**src/sv/tmr_pkg.sv**
```systemverilog
// ----------------------------------------------------------------------------
// tmr_pkg: shared types and constants for the tachometer median rpm core
// beat structures, configuration indexes, sequencer states and reset values
// ----------------------------------------------------------------------------
package tmr_pkg;

    localparam int unsigned DATA_W = 32;

    typedef struct packed {
        logic        action;
        logic [31:0] time_us;
    } tmr_in_t;

    typedef struct packed {
        logic [31:0] rpm_q4;
        logic [31:0] period_us;
        logic        from_median;
        logic        fresh;
        logic        stalled;
    } tmr_out_t;

    typedef enum logic [1:0] {
        CFG_DEBOUNCE  = 2'd0,
        CFG_TIMEOUT   = 2'd1,
        CFG_NUMERATOR = 2'd2,
        CFG_MIN_SAMP  = 2'd3
    } tmr_cfg_idx_t;

    localparam logic [15:0] DEBOUNCE_RST  = 16'd2000;
    localparam logic [23:0] TIMEOUT_RST   = 24'd500000;
    localparam logic [31:0] NUMERATOR_RST = 32'd1920000000;
    localparam logic [3:0]  MIN_SAMP_RST  = 4'd3;

    typedef enum logic [2:0] {
        ST_IDLE,
        ST_RANK,
        ST_PICK,
        ST_DIV,
        ST_OUT
    } tmr_state_t;

    // divider handshake
    typedef struct packed {
        logic        start;
        logic [31:0] dividend;
        logic [31:0] divisor;
    } tmr_div_req_t;

    typedef struct packed {
        logic        done;
        logic [31:0] quotient;
    } tmr_div_rsp_t;

endpackage

```
**src/sv/tmr_divider.sv**
```systemverilog
// ----------------------------------------------------------------------------
// tmr_divider: bit-serial restoring divider
// one quotient bit per cycle through a shifting remainder register
// ----------------------------------------------------------------------------
module tmr_divider (
    input  logic                  aclk,
    input  logic                  aresetn,
    input  tmr_pkg::tmr_div_req_t req,
    output tmr_pkg::tmr_div_rsp_t rsp
);
    import tmr_pkg::*;

    logic [DATA_W-1:0] quot_reg, quot_next;
    logic [DATA_W-1:0] div_reg, div_next;
    logic [DATA_W-1:0] rem_reg, rem_next;
    logic [5:0]        cnt_reg, cnt_next;
    logic              busy_reg, busy_next;
    logic              done_reg, done_next;
    logic [DATA_W:0]   trial;
    logic [DATA_W:0]   diff;

    always_comb begin
        trial     = {rem_reg, quot_reg[DATA_W-1]};
        diff      = trial - {1'b0, div_reg};
        quot_next = quot_reg;
        div_next  = div_reg;
        rem_next  = rem_reg;
        cnt_next  = cnt_reg;
        busy_next = busy_reg;
        done_next = 1'b0;
        if (req.start) begin
            quot_next = req.dividend;
            div_next  = req.divisor;
            rem_next  = '0;
            cnt_next  = 6'(DATA_W);
            busy_next = 1'b1;
        end else if (busy_reg) begin
            // remainder stays below the divisor, so it fits the narrow register
            if (diff[DATA_W]) begin
                rem_next = trial[DATA_W-1:0];
                quot_next = {quot_reg[DATA_W-2:0], 1'b0};
            end else begin
                rem_next = diff[DATA_W-1:0];
                quot_next = {quot_reg[DATA_W-2:0], 1'b1};
            end
            cnt_next = cnt_reg - 6'd1;
            if (cnt_reg == 6'd1) begin
                busy_next = 1'b0;
                done_next = 1'b1;
            end
        end
    end

    always_ff @(posedge aclk) begin
        if (!aresetn) begin
            busy_reg <= 1'b0;
            done_reg <= 1'b0;
            cnt_reg  <= '0;
        end else begin
            busy_reg <= busy_next;
            done_reg <= done_next;
            cnt_reg  <= cnt_next;
        end
        quot_reg <= quot_next;
        div_reg  <= div_next;
        rem_reg  <= rem_next;
    end

    assign rsp.done     = done_reg;
    assign rsp.quotient = quot_reg;

endmodule

```
**src/sv/tmr_median.sv**
```systemverilog
// ----------------------------------------------------------------------------
// tmr_median: period ring with a rank-counting median search
// each candidate is compared against every filled entry, one entry a cycle
// ----------------------------------------------------------------------------
module tmr_median #(
    parameter int unsigned WINDOW = 9
) (
    input  logic        aclk,
    input  logic        aresetn,
    input  logic        wr_en,
    input  logic [31:0] wr_data,
    input  logic        start,
    input  logic [$clog2(WINDOW+1)-1:0] count,
    output logic        done,
    output logic [31:0] median
);
    import tmr_pkg::*;

    localparam int unsigned IW = $clog2(WINDOW);
    localparam int unsigned CW = $clog2(WINDOW+1);

    logic [31:0]   ring [WINDOW];
    logic [IW-1:0] wslot_reg, wslot_next;
    logic [IW-1:0] cand_reg, cand_next;
    logic [IW-1:0] scan_reg, scan_next;
    logic [CW-1:0] less_reg, less_next;
    logic [CW-1:0] leq_reg, leq_next;
    logic [CW-1:0] cnt_reg;
    logic          busy_reg, busy_next;
    logic          done_reg, done_next;
    logic [31:0]   med_reg, med_next;
    logic [31:0]   cval;
    logic [31:0]   sval;
    logic [CW-1:0] half;
    logic [CW-1:0] less_f, leq_f;

    assign cval = ring[cand_reg];
    assign sval = ring[scan_reg];
    assign half = cnt_reg >> 1;

    always_comb begin
        wslot_next = wslot_reg;
        if (wr_en) begin
            wslot_next = (wslot_reg == IW'(WINDOW-1)) ? '0 : wslot_reg + IW'(1);
        end
        cand_next = cand_reg;
        scan_next = scan_reg;
        less_next = less_reg;
        leq_next  = leq_reg;
        busy_next = busy_reg;
        done_next = 1'b0;
        med_next  = med_reg;
        less_f    = less_reg + CW'(sval < cval);
        leq_f     = leq_reg + CW'(sval <= cval);
        if (start) begin
            cand_next = '0;
            scan_next = '0;
            less_next = '0;
            leq_next  = '0;
            busy_next = 1'b1;
        end else if (busy_reg) begin
            less_next = less_f;
            leq_next  = leq_f;
            scan_next = scan_reg + IW'(1);
            if (CW'(scan_reg) == cnt_reg - CW'(1)) begin
                // candidate sits at sorted index half when less <= half < leq
                if (less_f <= half && half < leq_f) begin
                    med_next  = cval;
                    busy_next = 1'b0;
                    done_next = 1'b1;
                end
                cand_next = cand_reg + IW'(1);
                scan_next = '0;
                less_next = '0;
                leq_next  = '0;
            end
        end
    end

    always_ff @(posedge aclk) begin
        if (!aresetn) begin
            wslot_reg <= '0;
            busy_reg  <= 1'b0;
            done_reg  <= 1'b0;
        end else begin
            wslot_reg <= wslot_next;
            busy_reg  <= busy_next;
            done_reg  <= done_next;
        end
        if (start) begin
            cnt_reg <= count;
        end
        cand_reg <= cand_next;
        scan_reg <= scan_next;
        less_reg <= less_next;
        leq_reg  <= leq_next;
        med_reg  <= med_next;
    end

    always_ff @(posedge aclk) begin
        if (wr_en) begin
            ring[wslot_reg] <= wr_data;
        end
    end

    assign done   = done_reg;
    assign median = med_reg;

endmodule

```
**src/sv/tachometer_median_rpm_core.sv**
```systemverilog
// ----------------------------------------------------------------------------
// tachometer_median_rpm_core: tach period meter with median filter
// debounces edges, forms two-interval periods, filters and divides to rpm
// ----------------------------------------------------------------------------
//  channel | direction | signals
//  s_      | in        | s_valid, s_ready, s_data (action, time_us)
//  m_      | out       | m_valid, m_ready, m_data (rpm_q4, period_us, flags)
//  cfg     | in        | cfg_we, cfg_index, cfg_wdata
//
//  time checks and rejected edges go straight to the result beat; a period with raw speed
//  passes through ST_PICK and ST_DIV, the bit-serial divider (one quotient bit a cycle)
//  the median adds ST_RANK, rank counting of each candidate against the filled entries
//  reset is synchronous and clears all control state, no clearing pass
//  one item at a time: s_ready is low from accept until the result beat leaves
// ----------------------------------------------------------------------------
module tachometer_median_rpm_core #(
    parameter int unsigned WINDOW = 9
) (
    input  logic              aclk,
    input  logic              aresetn,
    input  logic              s_valid,
    output logic              s_ready,
    input  tmr_pkg::tmr_in_t  s_data,
    output logic              m_valid,
    input  logic              m_ready,
    output tmr_pkg::tmr_out_t m_data,
    input  logic              cfg_we,
    input  logic [1:0]        cfg_index,
    input  logic [31:0]       cfg_wdata
);
    import tmr_pkg::*;

    localparam int unsigned CW = $clog2(WINDOW+1);

    logic [15:0] debounce_reg;
    logic [23:0] timeout_reg;
    logic [31:0] numer_reg;
    logic [3:0]  minsamp_reg;

    tmr_state_t  state_reg, state_next;
    logic [31:0] last_reg, last_next;
    logic [31:0] pair_reg, pair_next;
    logic        parity_reg, parity_next;
    logic [CW-1:0] fill_reg, fill_next;
    logic [31:0] speed_reg, speed_next;
    tmr_out_t    out_reg, out_next;
    logic [31:0] used_reg, used_next;

    logic [31:0] dt;
    logic [31:0] period;
    logic [CW-1:0] cnt_new;
    logic        wr_en;
    logic        med_start;
    logic        med_done;
    logic [31:0] med_val;
    tmr_div_req_t div_req;
    tmr_div_rsp_t div_rsp;

    assign dt     = s_data.time_us - last_reg;
    assign period = s_data.time_us - pair_reg;
    assign cnt_new = (fill_reg == CW'(WINDOW)) ? fill_reg : fill_reg + CW'(1);

    always_comb begin
        state_next  = state_reg;
        last_next   = last_reg;
        pair_next   = pair_reg;
        parity_next = parity_reg;
        fill_next   = fill_reg;
        speed_next  = speed_reg;
        out_next    = out_reg;
        used_next   = used_reg;
        wr_en       = 1'b0;
        med_start   = 1'b0;
        div_req     = '0;
        s_ready     = (state_reg == ST_IDLE);
        case (state_reg)
            ST_IDLE: begin
                if (s_valid) begin
                    out_next   = '0;
                    state_next = ST_OUT;
                    if (!s_data.action) begin
                        if (dt > 32'(debounce_reg)) begin
                            last_next = s_data.time_us;
                            if (!parity_reg) begin
                                pair_next   = last_reg;
                                parity_next = 1'b1;
                            end else begin
                                parity_next       = 1'b0;
                                out_next.fresh    = 1'b1;
                                out_next.period_us = period;
                                if (period != '0) begin
                                    wr_en     = 1'b1;
                                    fill_next = cnt_new;
                                    used_next = period;
                                    if (32'(cnt_new) >= 32'(minsamp_reg)) begin
                                        out_next.from_median = 1'b1;
                                        med_start  = 1'b1;
                                        state_next = ST_RANK;
                                    end else begin
                                        state_next = ST_PICK;
                                    end
                                end
                            end
                        end
                    end else if (dt > 32'(timeout_reg)) begin
                        speed_next       = '0;
                        out_next.stalled = 1'b1;
                    end
                    out_next.rpm_q4 = speed_next;
                end
            end
            ST_RANK: begin
                if (med_done) begin
                    used_next  = med_val;
                    state_next = ST_PICK;
                end
            end
            ST_PICK: begin
                if (used_reg == '0) begin
                    state_next = ST_OUT;
                end else begin
                    div_req.start    = 1'b1;
                    div_req.dividend = numer_reg;
                    div_req.divisor  = used_reg;
                    state_next       = ST_DIV;
                end
            end
            ST_DIV: begin
                if (div_rsp.done) begin
                    speed_next      = div_rsp.quotient;
                    out_next.rpm_q4 = div_rsp.quotient;
                    state_next      = ST_OUT;
                end
            end
            ST_OUT: begin
                if (m_ready) begin
                    state_next = ST_IDLE;
                end
            end
            default: state_next = ST_IDLE;
        endcase
    end

    assign m_valid = (state_reg == ST_OUT);
    assign m_data  = out_reg;

    always_ff @(posedge aclk) begin
        if (!aresetn) begin
            state_reg    <= ST_IDLE;
            last_reg     <= '0;
            pair_reg     <= '0;
            parity_reg   <= 1'b0;
            fill_reg     <= '0;
            speed_reg    <= '0;
            debounce_reg <= DEBOUNCE_RST;
            timeout_reg  <= TIMEOUT_RST;
            numer_reg    <= NUMERATOR_RST;
            minsamp_reg  <= MIN_SAMP_RST;
        end else begin
            state_reg  <= state_next;
            last_reg   <= last_next;
            pair_reg   <= pair_next;
            parity_reg <= parity_next;
            fill_reg   <= fill_next;
            speed_reg  <= speed_next;
            if (cfg_we) begin
                case (tmr_cfg_idx_t'(cfg_index))
                    CFG_DEBOUNCE:  debounce_reg <= cfg_wdata[15:0];
                    CFG_TIMEOUT:   timeout_reg  <= cfg_wdata[23:0];
                    CFG_NUMERATOR: numer_reg    <= cfg_wdata;
                    CFG_MIN_SAMP:  minsamp_reg  <= cfg_wdata[3:0];
                    default: ;
                endcase
            end
        end
        out_reg  <= out_next;
        used_reg <= used_next;
    end

    tmr_median #(.WINDOW(WINDOW)) u_median (
        .aclk    (aclk),
        .aresetn (aresetn),
        .wr_en   (wr_en),
        .wr_data (period),
        .start   (med_start),
        .count   (cnt_new),
        .done    (med_done),
        .median  (med_val)
    );

    tmr_divider u_divider (
        .aclk    (aclk),
        .aresetn (aresetn),
        .req     (div_req),
        .rsp     (div_rsp)
    );

endmodule

```
**config.mk**
```make
export PLATFORM = sky130hd
export DESIGN_NAME = tachometer_median_rpm_core
export DESIGN_NICKNAME = d
export VERILOG_FILES = /design/src/sv/tmr_pkg.sv /design/src/sv/tmr_divider.sv /design/src/sv/tmr_median.sv /design/src/sv/tachometer_median_rpm_core.sv
export SDC_FILE = /design/constraint.sdc
export NUM_CORES = 1
export LEC_CHECK = 0
export ABC_AREA = 1
export BUFFER_PORTS_ARGS = -buffer_cell sky130_fd_sc_hd__buf_4
export CAP_MARGIN = 25
export CORE_MARGIN = 5
export CORE_UTILIZATION = 35
export DETAILED_ROUTE_END_ITERATION = 8
export GPL_ROUTABILITY_DRIVEN = 0
export GPL_TIMING_DRIVEN = 0
export PLACE_DENSITY_LB_ADDON = 0.15
export SYNTH_ARGS = -nofsm -noshare
export SYNTH_HDL_FRONTEND = slang
export SYNTH_HIERARCHICAL = 1
export SYNTH_SLANG_ARGS = --single-unit
```
**constraint.sdc**
```tcl
create_clock -name aclk -period 6.59 [get_ports aclk]
set_input_delay 0 -clock aclk [delete_from_list [all_inputs] [get_ports aclk]]
set_output_delay 0 -clock aclk [all_outputs]
set_load 0.01 [all_outputs]
```
==> impl_metrics.py <==
metrics = {
    "grt": {
        "gr-total-overflow": 0,
        "globalRouteTotalUtil_pct": 22.85,
        "grt_pass1_vias": 36099,
        "grt_max_degree": 36,
        "antenna_found_initial": 9,
        "grt_pass1_wl_um": 222000,
    },
    "synthesis": {
        "yosysTopAreaCellShare_pct": 34.78,
        "seq_area_frac_synth_pct": 46.69,
        "syn_area_per_cell_um2": 7.747,
        "ys_top_cells_by_area": "edfxtp_1 (35%), nand2_1 (13%), dfxtp_1 (12%)",
        "synth_top_area_cell": "edfxtp_1",
        "synth-main-ff-cell": "edfxtp_1",
        "synth-edff-count": 487,
        "syn-instance-count": 5427,
        "ys_types": 47,
        "synth-seq-cells": 737,
        "syn-cell-area_um2": 42040,
        "ys_async_sr_fraction_pct": 0,
        "yosys_warnings": 6,
        "syn_nets": 5690,
    },
    "clock_tree": {
        "htreeDepth": 3,
        "clkTransAtPathRegs_ns": 0.06,
        "cts_tree": "done",
        "cts_buffers": 89,
        "clk_latency_ns": 0.68,
        "cts_sinks": 737,
        "clockRootBuffer": "clkbuf_16",
        "clock_path_buffers": 3,
    },
    "drt": {
        "routed_wl_um": 149300,
        "ant_nets": 0,
        "wl_met3_um": 10130,
        "via_per_inst": 5.046,
        "route.met2.wl_um": 65210,
        "highest_layer": "met4",
        "firstDrtPassIters": 8,
        "drc": 0,
        "drtIter0Drc": 3658,
        "vias": 37759,
        "met1_length_um": 68570,
        "wl_per_cell_um": 19.95,
    },
    "cells_and_area": {
        "final_nets": 6060,
        "final_layout_size_suffix_gt1_share_pct": 7.974,
        "seq_area_um2": 19630,
        "area_delta_synth_final_pct": 18.21,
        "largest_reg_flops": 288,
        "final_util_pct": 41.53,
        "fillerInstances": 12077,
        "largest-register": "u_median/ring",
        "multi_input_area_um2": 17890,
    },
    "floorplan": {
        "core_area_um2": 119700,
        "num_io_pins": 141,
        "start_util_pct": 35.14,
        "fp.dieW_um": 356.6,
        "die_h_um": 356.6,
        "num_rows": 127,
        "dieArea_um2": 127100,
    },
    "setup_path": {
        "worst_ep_required_time_ns": 6.95,
        "reg2reg_from": "last_reg[0]$_SDFFE_PN0P_",
        "r2r_cells": 26,
        "critPathArrivalTime_ns": 6.67,
        "r2r_end": "u_median/ring[5][3]$_DFFE_PP_",
        "path_class": "flip-flop to flip-flop",
        "end_kind": "flip-flop",
        "reg2reg_slack_ns": 0.28,
        "start_kind": "flip-flop",
        "cp_max_fo": 10,
    },
    "timing": {
        "layout_worst_path_cycle_share_pct": 95.73,
        "setup_tns_ns": 0,
        "slew-limit-headroom_pct": 32.02,
        "setup_slack_ns": 0.2813,
        "min_period_ns": 6.309,
        "hold_viol": 0,
        "drv_slew": 0,
        "skew_ns": 0.03396,
        "rsz0062_at_grt": "false",
        "tightestPinTransition_ns": 1.020,
        "finalSetupViolations": 0,
        "max_freq_mhz": 158.5,
        "hold-worst-slack_ns": 0.1456,
    },
    "run": {
        "max_cap_viol_count": 0,
    },
    "pwr": {
        "totalPowerFinal_mw": 16.17,
        "p_leak_nw": 21.68,
        "max-vdd-ir-drop_v": 0.0002802,
        "power.density_nw_per_um2": 325.4,
    },
    "min_path": {
        "holdPathStages": 4,
        "hold_start": "cfg_wdata[8]",
        "hold_path_class": "primary input to flip-flop",
        "hold_path_end": "debounce_reg[8]$_SDFFE_PN1P_",
    },
    "place": {
        "pre_cts_ws_ns": 0.4538,
        "dp_hpwl_um": 112700,
        "portBuffers": 140,
    },
    "run_status": {
        "status": "complete, no violations",
    },
}
routing by layer:
layer | up-vias | global-route usage [%]
met5 | - | 0
met2 | 1319 | 35.77
met1 | 17667 | 32.26
met4 | 0 | 8.166
met3 | 303 | 3.338
li1 | 18470 | -
worst max path at each step:
stage / startpoint / to
3_3_place_gp: state_reg[2]$_SDFFE_PN0P_ / u_median/ring[1][22]$_DFFE_PP_
5_1_grt: last_reg[0]$_SDFFE_PN0P_ / u_median/ring[5][12]$_DFFE_PP_
3_5_place_dp: last_reg[0]$_SDFFE_PN0P_ / u_median/ring[5][22]$_DFFE_PP_
2_1_floorplan: state_reg[2]$_SDFFE_PN0P_ / u_median/ring[1][0]$_DFFE_PP_
4_1_cts: last_reg[0]$_SDFFE_PN0P_ / u_median/ring[5][3]$_DFFE_PP_
6_report: last_reg[0]$_SDFFE_PN0P_ / u_median/ring[5][3]$_DFFE_PP_
synth_stat cells, types with 5 or more instances:
cell type	number
buf_1	25
and2_1	13
dfxtp_1	250
ha_1	188
o21ai_2	14
inv_1	921
xnor2_1	21
buf_2	49
nor2_1	335
nand2_1	1413
a21o_1	5
o21ai_0	348
nor3_1	42
nand4_1	42
inv_2	31
buf_6	17
nand2_2	12
nor4_1	11
o21bai_1	8
o21ai_1	41
xor2_1	28
buf_4	6
o211ai_1	153
nand3_1	363
nand3b_1	14
nor3_2	5
edfxtp_1	487
a21oi_1	430
clkbuf_1	119
per-stage QoR:
step                std cells  instance area, um2
floorplan                5427               42040
global placement         7179               45110
detailed placement       7206               45610
CTS                      7481               49690
global route             7482               49690
finish                   7483               49700
cells by family (layout without fill, tap and decap cells):
| family | after synthesis | after routing | share of synthesized area, % |
|---|---|---|---|
| adders and majority gates | 191 | 191 | 5.738 |
| DFF | 737 | 737 | 46.69 |
| buffers and inverters | 1172 | 1614 | 10.97 |
| other | 0 | 2 | 0 |
| AOI/OAI and AO/OA | 1011 | 1011 | 13.25 |
| and+or+nand+nor | 2267 | 2267 | 22.34 |
| xor gates and xnor gates | 49 | 49 | 1.021 |
cell type report:
class                   count  share of cell area (%)
well taps                1612                   4.059
flip-flops and latches    737                   39.50
repair buffers            279                   5.204
inverters                 956                   7.221
multi-input cells        3518                   36.00
plain buffers             216                   2.059
diodes                      2                 0.01007
clock inverters            37                  0.7754
clock buffers             126                   5.176
layout by cell type (no fill, tap or decap), drive strengths merged, types with 245 or more instances in the layout:
cell | netlist | layout
dfxtp | 250 | 250
buf | 97 | 264
nor2 | 341 | 341
nand2 | 1429 | 1429
a21oi | 433 | 433
nand3 | 367 | 367
edfxtp | 487 | 487
inv | 952 | 955
o21ai | 403 | 403
clkbuf | 119 | 245
what timing repair did:
action	CTS	global route
endpoints found under the hold margin	137	0
buffers inserted	0	0
gates resized for setup	0	0
hold buffers	112	0
worst max-delay path: stages (launching register included):
cell and delay (ns):
dfxtp_1 0.33, ha_1 0.22, fa_1 0.46, inv_1 0.11
nand2_1 0.06, nand3_1 0.23, nand2_1 0.09, nand3_1 0.15
xor2_1 0.40, ha_1 0.19, nand2_1 0.07, nor4_1 0.52
nand2_1 0.14, nand2_1 0.12, nand2_1 0.14, nand2_1 0.09
nor2_1 0.04, nand3b_1 0.10, nor2_1 0.11, nand2_1 0.12
nand3_2 0.23, inv_2 0.14, nand3_2 0.18, inv_2 0.24
clkinv_1 0.33, nor3_2 0.91, buf_6 0.28
where the power goes:
| part | leakage (nW) | total [mW] | switching, mW | internal, mW |
|---|---|---|---|---|
| clock network | 1.46 | 5.04 | 2.08 | 2.96 |
| registers | 6.53 | 5.54 | 0.170 | 5.37 |
| logic | 13.7 | 5.59 | 3.97 | 1.62 |
Power figures use the tool's default switching activity.
